<file path="src/rtl/core/rrsq_pkg.sv">
// ----------------------------------------------------------------------------
// rrsq_pkg
// Shared constants, codes and types of the round-robin slice queue.
// ----------------------------------------------------------------------------
package rrsq_pkg;

   localparam int QUEUE_DEPTH = 16;
   localparam int TIME_BITS   = 16;

   localparam int COUNT_W     = $clog2(QUEUE_DEPTH + 1);
   localparam int BURST_W     = 16;
   localparam int SLICE_W     = 16;
   localparam int REMAIN_W    = 16;
   localparam int PENDING_W   = 5;
   localparam int STATUS_W    = 3;

   localparam logic OP_INSERT  = 1'b0;
   localparam logic OP_EXECUTE = 1'b1;

   localparam logic [STATUS_W-1:0] ST_INSERTED  = 3'd0;
   localparam logic [STATUS_W-1:0] ST_REQUEUED  = 3'd1;
   localparam logic [STATUS_W-1:0] ST_COMPLETED = 3'd2;
   localparam logic [STATUS_W-1:0] ST_EMPTY     = 3'd3;
   localparam logic [STATUS_W-1:0] ST_FULL      = 3'd4;

   typedef logic [TIME_BITS-1:0] time_type;

   typedef struct packed {
      logic     shift;
      logic     load;
      time_type load_data;
   } cell_ctl_type;

endpackage

</file>
<file path="src/rtl/core/round_robin_slice_queue_top.sv">
// ----------------------------------------------------------------------------
// round_robin_slice_queue_top
// Round-robin time-slice queue held in a row of shifting cells.
// ----------------------------------------------------------------------------
// Request channel (req_valid/req_stall) carries one word per command:
// req_op selects insert or execute, req_burst_time is the time to insert.
// Response channel (rsp_valid/rsp_stall) returns exactly one word per
// command: status, remaining time of a requeued head, and pending count.
// The time slice is written through csr_valid/csr_ready/csr_data; the user must
// write it only while idle, as the block does not enforce this; csr_ready is always high.
// The head entry sits in the first cell; a non-empty execute shifts the row by
// one and, for a requeued head, reloads the reduced time at the tail cell in the same cycle.
// rsp_valid rises in the cycle after accept; one command is taken every cycle
// unless req_stall is raised.
// While rsp_stall holds a pending response, req_stall is raised and the
// response word is held.
// Synchronous reset empties the queue and sets the time slice to 1; cell
// contents are not cleared.
// ----------------------------------------------------------------------------
module round_robin_slice_queue_top (
   input  logic                            clock,
   input  logic                            reset,
   input  logic                            req_valid,
   output logic                            req_stall,
   input  logic                            req_op,
   input  logic [rrsq_pkg::BURST_W-1:0]    req_burst_time,
   output logic                            rsp_valid,
   input  logic                            rsp_stall,
   output logic [rrsq_pkg::STATUS_W-1:0]   rsp_status,
   output logic [rrsq_pkg::REMAIN_W-1:0]   rsp_remaining,
   output logic [rrsq_pkg::PENDING_W-1:0]  rsp_pending,
   input  logic                            csr_valid,
   output logic                            csr_ready,
   input  logic [rrsq_pkg::SLICE_W-1:0]    csr_data
);

   localparam int QD = rrsq_pkg::QUEUE_DEPTH;
   localparam int CW = rrsq_pkg::COUNT_W;

   logic [rrsq_pkg::SLICE_W-1:0]   slice_ff;
   logic [rrsq_pkg::SLICE_W-1:0]   slice_in;
   logic [CW-1:0]                  count_ff;
   logic [CW-1:0]                  count_in;
   logic                           rsp_valid_ff;
   logic                           rsp_valid_in;
   logic [rrsq_pkg::STATUS_W-1:0]  status_ff;
   logic [rrsq_pkg::STATUS_W-1:0]  status_in;
   logic [rrsq_pkg::REMAIN_W-1:0]  remain_ff;
   logic [rrsq_pkg::REMAIN_W-1:0]  remain_in;
   logic [rrsq_pkg::PENDING_W-1:0] pending_ff;
   logic [rrsq_pkg::PENDING_W-1:0] pending_in;

   logic                           accept;
   logic                           shift;
   logic                           load;
   logic [CW-1:0]                  load_pos;
   rrsq_pkg::time_type             load_data;
   rrsq_pkg::time_type             head;
   rrsq_pkg::time_type             slice;
   rrsq_pkg::time_type             left;
   rrsq_pkg::time_type             cell_data [QD];

   assign accept    = req_valid & ~req_stall;
   assign req_stall = rsp_valid_ff & rsp_stall;
   assign csr_ready = 1'b1;

   assign slice = rrsq_pkg::TIME_BITS'(slice_ff);
   assign head  = cell_data[0];
   assign left  = head - slice;

   always_comb begin
      slice_in   = slice_ff;
      count_in   = count_ff;
      shift      = 1'b0;
      load       = 1'b0;
      load_pos   = count_ff;
      load_data  = rrsq_pkg::TIME_BITS'(req_burst_time);
      status_in  = status_ff;
      remain_in  = remain_ff;
      pending_in = pending_ff;
      rsp_valid_in = rsp_valid_ff & rsp_stall;

      if (csr_valid) begin
         slice_in = csr_data;
      end

      if (accept) begin
         rsp_valid_in = 1'b1;
         remain_in    = '0;
         case (req_op)
            rrsq_pkg::OP_INSERT: begin
               if (count_ff == CW'(QD)) begin
                  status_in = rrsq_pkg::ST_FULL;
               end else begin
                  load      = 1'b1;
                  count_in  = count_ff + 1'b1;
                  status_in = rrsq_pkg::ST_INSERTED;
               end
            end
            default: begin
               if (count_ff == '0) begin
                  status_in = rrsq_pkg::ST_EMPTY;
               end else if (head <= slice) begin
                  shift     = 1'b1;
                  count_in  = count_ff - 1'b1;
                  status_in = rrsq_pkg::ST_COMPLETED;
               end else begin
                  shift     = 1'b1;
                  load      = 1'b1;
                  load_pos  = count_ff - 1'b1;
                  load_data = left;
                  status_in = rrsq_pkg::ST_REQUEUED;
                  remain_in = rrsq_pkg::REMAIN_W'(left);
               end
            end
         endcase
         pending_in = rrsq_pkg::PENDING_W'(count_in);
      end
   end

   for (genvar i = 0; i < QD; i++) begin : g_cell
      rrsq_pkg::cell_ctl_type ctl;
      rrsq_pkg::time_type     next_data;

      assign ctl.shift     = shift;
      assign ctl.load      = load & (load_pos == CW'(i));
      assign ctl.load_data = load_data;

      if (i == QD - 1) begin : g_last
         assign next_data = cell_data[i];
      end else begin : g_mid
         assign next_data = cell_data[i+1];
      end

      rrsq_cell u_cell (
         .clock     (clock),
         .ctl       (ctl),
         .next_data (next_data),
         .data      (cell_data[i])
      );
   end

   always_ff @(posedge clock) begin
      if (reset) begin
         slice_ff     <= rrsq_pkg::SLICE_W'(1);
         count_ff     <= '0;
         rsp_valid_ff <= 1'b0;
      end else begin
         slice_ff     <= slice_in;
         count_ff     <= count_in;
         rsp_valid_ff <= rsp_valid_in;
      end
   end

   always_ff @(posedge clock) begin
      status_ff  <= status_in;
      remain_ff  <= remain_in;
      pending_ff <= pending_in;
   end

   assign rsp_valid     = rsp_valid_ff;
   assign rsp_status    = status_ff;
   assign rsp_remaining = remain_ff;
   assign rsp_pending   = pending_ff;

endmodule

</file>
<file path="src/rtl/core/rrsq_cell.sv">
// ----------------------------------------------------------------------------
// rrsq_cell
// One queue slot: loads a new time word or takes its right neighbor's word.
// ----------------------------------------------------------------------------
module rrsq_cell (
   input  logic                  clock,
   input  rrsq_pkg::cell_ctl_type ctl,
   input  rrsq_pkg::time_type    next_data,
   output rrsq_pkg::time_type    data
);

   rrsq_pkg::time_type data_ff;
   rrsq_pkg::time_type data_in;

   always_comb begin
      if (ctl.load) begin
         data_in = ctl.load_data;
      end else if (ctl.shift) begin
         data_in = next_data;
      end else begin
         data_in = data_ff;
      end
   end

   always_ff @(posedge clock) begin
      data_ff <= data_in;
   end

   assign data = data_ff;

endmodule
</file>
<file path="config.mk">
export PLATFORM = sky130hd
export DESIGN_NAME = round_robin_slice_queue_top
export DESIGN_NICKNAME = d
export VERILOG_FILES = /design/src/rtl/core/rrsq_pkg.sv /design/src/rtl/core/round_robin_slice_queue_top.sv /design/src/rtl/core/rrsq_cell.sv
export SDC_FILE = /design/constraint.sdc
export NUM_CORES = 1
export LEC_CHECK = 0
export ABC_AREA = 1
export CAP_MARGIN = 20
export CORE_AREA = 4 4 198 200
export DETAILED_ROUTE_END_ITERATION = 16
export DIE_AREA = 0 0 202 204
export DONT_BUFFER_PORTS = 1
export PLACE_DENSITY = 0.62
export SETUP_SLACK_MARGIN = 0.5
export SKIP_CTS_REPAIR_TIMING = 1
export SYNTH_ARGS = -nofsm -noshare
export SYNTH_HDL_FRONTEND = slang
export SYNTH_SLANG_ARGS = --single-unit
</file>
<file path="constraint.sdc">
create_clock -name clock -period 3.7 [get_ports clock]
set_input_delay 0.555 -clock clock [delete_from_list [all_inputs] [get_ports clock]]
set_output_delay 0.555 -clock clock [all_outputs]
set_load 0.005 [all_outputs]
</file>
* Word-level counts from Yosys, hierarchy flattened
Index checks and enable logic that the tools add are counted.
** Storage, ports and cells
- Bits in registers :: 302
- Input port bits :: 38
** Cells by class
- Multiplexer cells :: 55
- Bitwise logic cells :: 20
- Order comparisons :: 1
- Add/sub/neg operators :: 3
- Reductions and logical operators :: 18
- Equality and inequality tests :: 16
** Operators with widths (number)
- $mux 16 :: 34
- $eq 5x4->1 const B :: 8
- $mux 5 :: 8
- $reduce_bool 2->1 :: 15
- $eq 5x3->1 const B :: 4
- $and 1x1->1 :: 18
- $le 16x16->1 :: 1
- $sub 16x16->16 :: 1
- $eq 5x2->1 const B :: 2
- $logic_not 5->1 :: 2
- $mux 1 :: 9
- $mux 3 :: 2
- $add 5x1->5 const B :: 1
- $eq 5x1->1 const B :: 1
- $eq 5x5->1 const B :: 1
- $sub 5x1->5 const B :: 1
- $mux 2 :: 2
- $reduce_or 3->1 :: 1
- $not 1->1 :: 2

* Depth between registers and ports, before layout
Gate-level depths: netlist (run 1).
- Depth in word-level cells :: 8
- Depth in mapped cells :: 21
- Gate-level depth less buffers :: 20

* Modules after synthesis
Synthesis (run 1) repeated with hierarchy kept, for this count alone.
** Unflattened totals
- Cell total of the unflattened synthesis :: 1550
- Area, all modules :: 14970.6 µm²
** Modules (own cells, without submodules)
- rrsq_cell :: times used 16, cells an instance 69, seq. area each 480.5 µm², area each 730.7 µm²
- round_robin_slice_queue_top :: times used 1, cells an instance 446, seq. area each 1161.1 µm², area each 3279.4 µm²

* Worst setup path before layout (run 1)
No wires, ideal clock.
- Kind :: register -> register
- Start :: reg g_cell[0].u_cell.data_ff[0]
- End :: reg g_cell[10].u_cell.data_ff[0] (enable)
- Setup time :: 372 ps
- Arrival time :: 2832 ps
- Slack :: 496 ps
- Clock period less this slack :: 3204 ps
- Cell stages (with the launch flop) :: 20
- Buffers on the path :: 1
- Path through :: edfxtp_1 inv_1 ha_1 fa_1 inv_1 nand2_1 nand2_1 nand3_1 nand2_2 nand2_2 nand2_4 nand3_4 nor2_4 nand2_1 nand2_2 nand2_4 nor2_8 nand2_1 buf_2 nand2_1
** On the way
- Longest elaborated chain between the ends :: 8
** Ends and longest elaborated chain
- start: declaration :: RTL line rrsq_cell.sv:12 : rrsq_pkg::time_type data_ff;
- start signal: assignment :: RTL line rrsq_cell.sv:26 : data_ff <= data_in;
- $le 16x16->1 * :: RTL line round_robin_slice_queue_top.sv:103 : end else if (head <= slice) begin
- $mux 5 :: RTL line round_robin_slice_queue_top.sv:103
- $mux 5 :: RTL line round_robin_slice_queue_top.sv:101 : if (count_ff == '0) begin
- $mux 5 :: RTL line round_robin_slice_queue_top.sv:90 : case (req_op)
- $mux 5 :: RTL line round_robin_slice_queue_top.sv:87 : if (accept) begin
- $eq 5x4->1 :: RTL line round_robin_slice_queue_top.sv:126 : assign ctl.load = load & (load_pos == CW'(i));
- $and 1x1->1 * :: RTL line round_robin_slice_queue_top.sv:126
- $reduce_bool 2->1 (no line) *
- end signal: assignment :: RTL line rrsq_cell.sv:26
- end: declaration :: RTL line rrsq_cell.sv:12
Every way passes the cells marked *; elsewhere a longest branch is shown, timed or not.
A chain may end at the register's enable or synchronous reset.

* Worst setup path after layout (run 1)
- Start :: reg g_cell[0].u_cell.data_ff[9]
- End :: reg g_cell[14].u_cell.data_ff[0] (enable)
** On the way
- Longest elaborated chain between the ends :: 8
** Ends and longest elaborated chain (RTL line)
- $le 16x16->1 * :: round_robin_slice_queue_top.sv:103
- $mux 5 :: round_robin_slice_queue_top.sv:103
- $mux 5 :: round_robin_slice_queue_top.sv:101
- $mux 5 :: round_robin_slice_queue_top.sv:90
- $mux 5 :: round_robin_slice_queue_top.sv:87
- $eq 5x4->1 :: round_robin_slice_queue_top.sv:126
- $and 1x1->1 * :: round_robin_slice_queue_top.sv:126
- $reduce_bool 2->1 (no line) *
- end signal: assignment :: rrsq_cell.sv:26
- end: declaration :: rrsq_cell.sv:12
Marked as above.

==> results of run 1 <==
==> power groups by stage <==
stage          registers (mW)  clock network (mW)  logic [mW]
2_1_floorplan            4.16                   0        1.04
3_3_place_gp             4.20                   0        1.45
3_5_place_dp             4.20                   0        1.48
4_1_cts                  4.13                3.04        1.49
5_1_grt                  4.15                3.22        1.93
6_report                 4.13                3.00        1.77
==> cell families (layout without fill, tap and decap cells) <==
| group | after synthesis | after routing | synth area share [%] |
|---|---|---|---|
| AND/OR/NAND/NOR | 962 | 963 | 29.4 |
| flip-flops | 302 | 302 | 59.7 |
| buffers and inverters | 185 | 244 | 5.87 |
| AO/OA/AOI/OAI | 82 | 82 | 2.84 |
| adder cells (fa/ha/maj) | 19 | 19 | 1.65 |
| XOR/XNOR | 8 | 8 | 0.473 |
| other | 1 | 1 | 0.0253 |
==> critical path, cell delays in order, from the launching register on <==
cell and delay, ns:
edfxtp_1 0.42, ha_4 0.32, nand2_1 0.06, inv_2 0.08, nand2_1 0.10, nor3_4 0.29, nand2_2 0.10, nand2_4 0.11
nand3_4 0.08, nor2_4 0.19, nand2_2 0.11, nand2_4 0.14, nand2_8 0.09, nor2_8 0.18, buf_12 0.14, nand2_2 0.06
nand2_2 0.12, clkbuf_16 0.20
==> routing by layer <==
layer  up-vias  GRT usage [%]  wire length, um
met5         -              0                0
met4         0           4.17              879
met3        57           4.47             4180
met2       532           25.6            16200
met1      5192           27.1            17700
li1       5431              -                -
==> cell type report <==
class,instances,share of cell area [%]
inverters,76,1.66
clock buffers,39,4.65
repair buffers,113,7.28
clock inverters,16,0.939
well taps,511,3.69
multi-input cells,1073,30.7
flip-flops and latches,302,51.1
==> path summary, 6_finish.rpt <==
kind,to,cells after the start
max,g_cell[14].u_cell.data[0],17
min,rsp_valid,1
max reg2reg,g_cell[14].u_cell.data[0],17
min reg2reg,slice[15],2
==> registers in the layout, indices dropped and copies added, names as in the netlist <==
name and cells:
slice 16, rsp_status 3, count_ff 5, rsp_remaining 16, rsp_pending 5, rsp_valid 1, g_cell.u_cell.data 256
==> Yosys cell counts (all sizes together) (2+ instances only) <==
library cell,number
dfxtp,22
nand3,146
edfxtp,280
buf,92
or2,3
nand3b,2
inv,76
nor2,33
o21ai,33
ha,18
clkbuf,17
nand4,133
a21oi,44
nand2,643
xor2,7
==> through the flow <==
| step | util (%) | total power, mW | hold WS [ns] | instances | setup WS, ns |
|---|---|---|---|---|---|
| 3_5_place_dp | 41.4 | 5.68 | 0.469 | 2034 | 0.271 |
| 6_report | 46.3 | 8.90 | 0.0478 | 2130 | 0.617 |
| 4_1_cts | 44.0 | 8.66 | 0.0317 | 2089 | 0.254 |
| 2_1_floorplan | - | 5.21 | 0.435 | 1559 | 0.514 |
| 3_3_place_gp | 41.4 | 5.65 | 0.463 | 2034 | 0.338 |
| 5_1_grt | 46.3 | 9.30 | 0.0371 | 2130 | 0.433 |
==> key figures, run 1 <==
Power
  • VDD IR max: 0.000325 V
  • Power Density: 514 nW/um^2
  • Sw Ratio: 28.7%
  • Pint: 6.35 mW
  • Clock power share: 33.7%
  • Reg power frac: 46.5%
  • Share of total power in combinational logic: 19.9%
  • Pleak: 7.32 nW
  • Net Sw Power: 2.55 mW

Clock tree
  • Clock transition at path regs: 0.06 ns
  • H-tree lvl count: 1
  • Root Driver: clkbuf_16
  • Max Buffers Root-to-Sink: 3
  • CTS buffer count: 31
  • CTS tree: done
  • Clock latency on the worst-skew pair: 0.58 ns
  • Clk sinks: 302

Worst hold path
  • Min-Delay Startpoint: reset
  • Worst hold path type: input port to register

Layout
  • Post-route cell area: 17300 sq um
  • Share of cells above drive strength 1: 13.8%
  • P&R area growth vs syn: 16.9%
  • Fin nets: 1654
  • Area of the multi-input gates: 5320 sq um
  • Commonest cells after routing, fill and taps aside: 615 x nand2_1, 280 x edfxtp_1, 137 x nand3_1
  • Most common cell after layout, fill and taps aside: nand2_1
  • Register area: 8850 sq um
  • Ant diodes: 0
  • # fillers: 3411

Timing
  • Relative slew slack: 37.2%
  • Final setup viols: 0
  • Final period utilization: 83.3%
  • Fin crit period: 3.08 ns
  • Max-slew violations: 0
  • Final Hold Viols: 0
  • Worst-margin pin slew: 0.940 ns
  • TNS Setup: 0 ns
  • F_max: 324 MHz
  • RSZ-0062 raised after global routing: false
  • Worst clock skew: 0.0111 ns

Die
  • Num ports: 65
  • CORE AREA: 37400 sq um
  • Die height: 204 um
  • Initial Utilization: 39.6%
  • Die ar.: 41200 sq um
  • Number of cell rows: 71
  • DIE WIDTH: 202 um

Setup path
  • Worst Setup SP: g_cell[0].u_cell.data[9]
  • Max Fanout on Critical Path: 8
  • Startpoint Class: register
  • R2R Path Start: g_cell[0].u_cell.data[9]
  • Setup CP Type: register to register
  • Req. time, crit path: 4.00 ns
  • CP Capture Type: register
  • Register-to-register setup slack: 0.62 ns
  • CP Data Arrival Time: 3.38 ns

Global route
  • Largest net degree at the start of global routing: 70
  • Global-route wire length before repair: 58.6 mm
  • Congestion Overflow GR: 0
  • Initial antenna violation count: 0
  • GRT Overall Usage: 17.8%
  • Vias in the first global route: 10104

Placed design
  • DP Wirelength: 23.8 mm
  • Final GP Congestion: 0.870
  • Port Buffers: 0
  • Post-DP Area: 15500 sq um

Synth
  • Post-Synthesis Cells: 1559
  • FFs w/ async S/R, synth: 0%
  • Syn Area/Cell: 9.51 sq um
  • Top-area cell type share of the netlist area: 56.7%
  • Number of synthesized flops with an enable pin: 280
  • Largest area contributor in the netlist: edfxtp_1
  • Mapped Nets: 1616
  • Synth Cell Area: 14800 sq um
  • Top post-synthesis cells by area: edfxtp_1 57%, nand2_1 16%, nand4_1 5.6%, nand3_1 4.6%, dfxtp_1 3.0%
  • Sequential-to-total area share from yosys stat: 59.7%
  • Synth cell types: 40
  • Synth Flop Type: edfxtp_1
  • Syn. warnings: 0
  • Synth Register Bits: 302

Run
  • # Max-Cap Violations: 0

Routing
  • DR DRC count: 0
  • Routed vias/inst: 5.26
  • Final WL: 39.0 mm
  • Routed via count: 11212
  • DRT iter0 DRCs: 1169
  • DRT antenna net count: 0
  • DR pass1 iterations: 7
  • Routed len/inst: 18.3 um

Status
  • Outcome: completed
Note: power is estimated with default switching activity, not from simulation.
==> run 2, diff against run 1 <==
- ABC_AREA: 1 -> 0
- CORE_AREA: 4 4 198 200 -> 4 4 197 199
- DIE_AREA: 0 0 202 204 -> 0 0 201 203
- PLACE_DENSITY: 0.62 -> 0.64
- clock period: 3.7 -> 2.47 ns (I/O delays scaled with it)
==> run 2 against run 1 <==
The run now ends with setup timing left. Clock skew is 0.011 ns higher. Wire length is 10% lower. Cell count is 22% lower. Synthesized cell count is 36% lower. Non-clock buffer count is 78 higher. Utilization is 4.5 points higher. Sequential share of layout area is 4.3 points lower. Critical endpoint is now g_cell[5].u_cell.data[3]. Largest cell class unchanged.
==> key figures, run 2 <==
Timing
  • F_max: 309 MHz
  • Worst-margin pin slew: 1.01 ns
  • Final Hold Viols: 0
  • Worst setup margin: -0.770 ns
  • Max-slew violations: 0
  • Final period utilization: 131%
  • TNS Setup: -338.32 ns
  • RSZ-0062 raised after global routing: true
  • Final setup viols: 538
  • Relative slew slack: 32.7%
  • Worst clock skew: 0.0223 ns
  • Fin crit period: 3.24 ns

Clock tree
  • CTS tree: done
  • Clock latency on the worst-skew pair: 0.51 ns
  • Clock transition at path regs: 0.06 ns
  • Max Buffers Root-to-Sink: 3
  • CTS buffer count: 34
  • Root Driver: clkbuf_16
  • H-tree lvl count: 2
  • Clk sinks: 302

Synth
  • Post-Synthesis Cells: 992
  • Synth Register Bits: 302
  • Sequential-to-total area share from yosys stat: 60.6%
  • Mapped Nets: 1049
  • Top post-synthesis cells by area: edfxtp_1 58%, mux2_2 12%, mux2_4 6.5%, dfxtp_1 3.0%, nor2_1 1.6%
  • Synth cell types: 72
  • Syn Area/Cell: 14.7 sq um
  • Largest area contributor in the netlist: edfxtp_1
  • Number of synthesized flops with an enable pin: 280
  • Synth Cell Area: 14600 sq um
  • Top-count cell post-synth: edfxtp_1
  • Syn. warnings: 0
  • Synth top cells by count: 280 x edfxtp_1, 150 x mux2_2, 64 x nor2_1, 63 x mux2_4, 55 x nand2_1
  • Top-area cell type share of the netlist area: 57.6%
  • Synth Flop Type: edfxtp_1
  • FFs w/ async S/R, synth: 0%

Routing
  • Routed vias/inst: 5.23
  • Final WL: 35.0 mm
  • DR DRC count: 0
  • Routed len/inst: 21.0 um
  • DRT antenna net count: 0
  • Routed via count: 8715
  • DRT iter0 DRCs: 467
  • DR pass1 iterations: 7

Global route
  • GRT Overall Usage: 15.6%
  • Global-route wire length before repair: 50.2 mm
  • Congestion Overflow GR: 0
  • Vias in the first global route: 8578
  • Initial antenna violation count: 1
  • Largest net degree at the start of global routing: 23

Power
  • Power Density: 752 nW/um^2
  • VDD IR max: 0.000459 V
  • Design Power: 14.2 mW
  • Pleak: 7.10 nW

Run
  • # Max-Cap Violations: 0

Placed design
  • DP Worst Slack: -0.844 ns
  • Port Buffers: 0
  • Post-DP Area: 16700 sq um
  • DP Wirelength: 22.3 mm
  • Final GP Congestion: 0.861

Setup path
  • Req. time, crit path: 2.72 ns
  • Max Fanout on Critical Path: 7
  • Startpoint Class: register
  • Setup CP Type: register to register
  • CP Capture Type: register
  • CP Data Arrival Time: 3.49 ns

Die
  • DIE WIDTH: 201 um
  • Num ports: 65
  • Initial Utilization: 39.2%
  • Number of cell rows: 71
  • Die ar.: 40800 sq um
  • Die height: 203 um
  • CORE AREA: 37200 sq um

Layout
  • Max reg flops: 256
  • Most common cell after layout, fill and taps aside: edfxtp_1
  • Post-route cell area: 18900 sq um
  • Fin nets: 1222
  • Fin util: 50.8%
  • P&R area growth vs syn: 29.5%
  • Commonest cells after routing, fill and taps aside: 280 x edfxtp_1, 133 x mux2_4, 133 x buf_4
  • Share of cells above drive strength 1: 46.9%
  • # fillers: 3041

Status
  • Failing checks: setup timing
  • Outcome: finished with violations

Worst hold path
  • Worst hold path type: input port to register
-- run 2: cell count changes after synthesis, sizes merged, moves of 19 or more --
| cell | delta |
|---|---|
| nand2 | -581 |
| mux2 | +221 |
| nand3 | -136 |
| nand4 | -127 |
| buf | -59 |
| inv | -41 |
| nor2 | +32 |
| mux2i | +19 |
-- run 2: worst paths after layout --
path,startpoint,endpoint,slack [ns],depth (start not counted)
worst max-delay path,g_cell[0].u_cell.data[9],g_cell[5].u_cell.data[3],-0.77,14
worst min-delay path,csr_data[6],slice[6],0.01,2
worst max register to register,g_cell[0].u_cell.data[9],g_cell[5].u_cell.data[3],-0.77,14
worst min register to register,slice[6],slice[6],0.49,2
-- run 2: final cells by class --
cell class / count / area [sq um] / area share (%)
inverters: 36 / 158 / 0.834
multi-input cells: 600 / 6180 / 32.7
well taps: 474 / 593 / 3.14
flip-flops and latches: 302 / 8850 / 46.8
clock buffers: 47 / 972 / 5.14
diodes: 1 / 2.50 / 0.0132
clock inverters: 14 / 78.8 / 0.417
repair buffers: 191 / 2070 / 11.0
-- run 2: kinds of logic (layout without fill, tap and decap cells) --
family | after synthesis | count (layout) | share of synthesized area [%]
xor gates and xnor gates | 15 | 15 | 0.900
AOI/OAI and AO/OA | 129 | 129 | 6.50
and+or+nand+nor | 190 | 196 | 6.93
DFF | 302 | 302 | 60.6
adders and majority gates | 19 | 19 | 1.68
buffers and inverters | 96 | 288 | 3.39
muxes | 240 | 240 | 20.0
other | 1 | 2 | 0.0257
-- run 2: metrics by stage --
step           hold WS (ns)  instances
2_1_floorplan         0.443        992
3_3_place_gp          0.447       1565
3_5_place_dp          0.448       1565
4_1_cts             -0.0904       1626
5_1_grt              0.0144       1665
6_report             0.0147       1665
-- run 2: worst max-delay path, stage by stage (launching register included) --
cell and delay, ns:
edfxtp_1 0.43, ha_4 0.32, nand4_4 0.16, buf_6 0.16, nor4_4 0.25, buf_4 0.19, buf_6 0.12, buf_6 0.10
a2111oi_4 0.04, a21oi_2 0.15, nor4b_4 0.22, buf_6 0.17, and2_4 0.19, clkbuf_16 0.17, mux2_4 0.31
-- run 2: per-layer routing --
metal | GRT usage [%] | wire (um) | share of wire [%]
met5 | 0 | 0 | 0
met4 | 5.53 | 941 | 2.7
met3 | 3.72 | 2280 | 6.5
met2 | 25.6 | 17000 | 49
met1 | 20.5 | 14800 | 42
-- run 2: report_power, final --
part           internal, mW  leakage [nW]  switching [mW]
Clock                  2.77         0.515            1.97
Combinational          1.57          3.82            1.69
Sequential             6.07          2.76           0.143
Total                  10.4          7.10            3.81
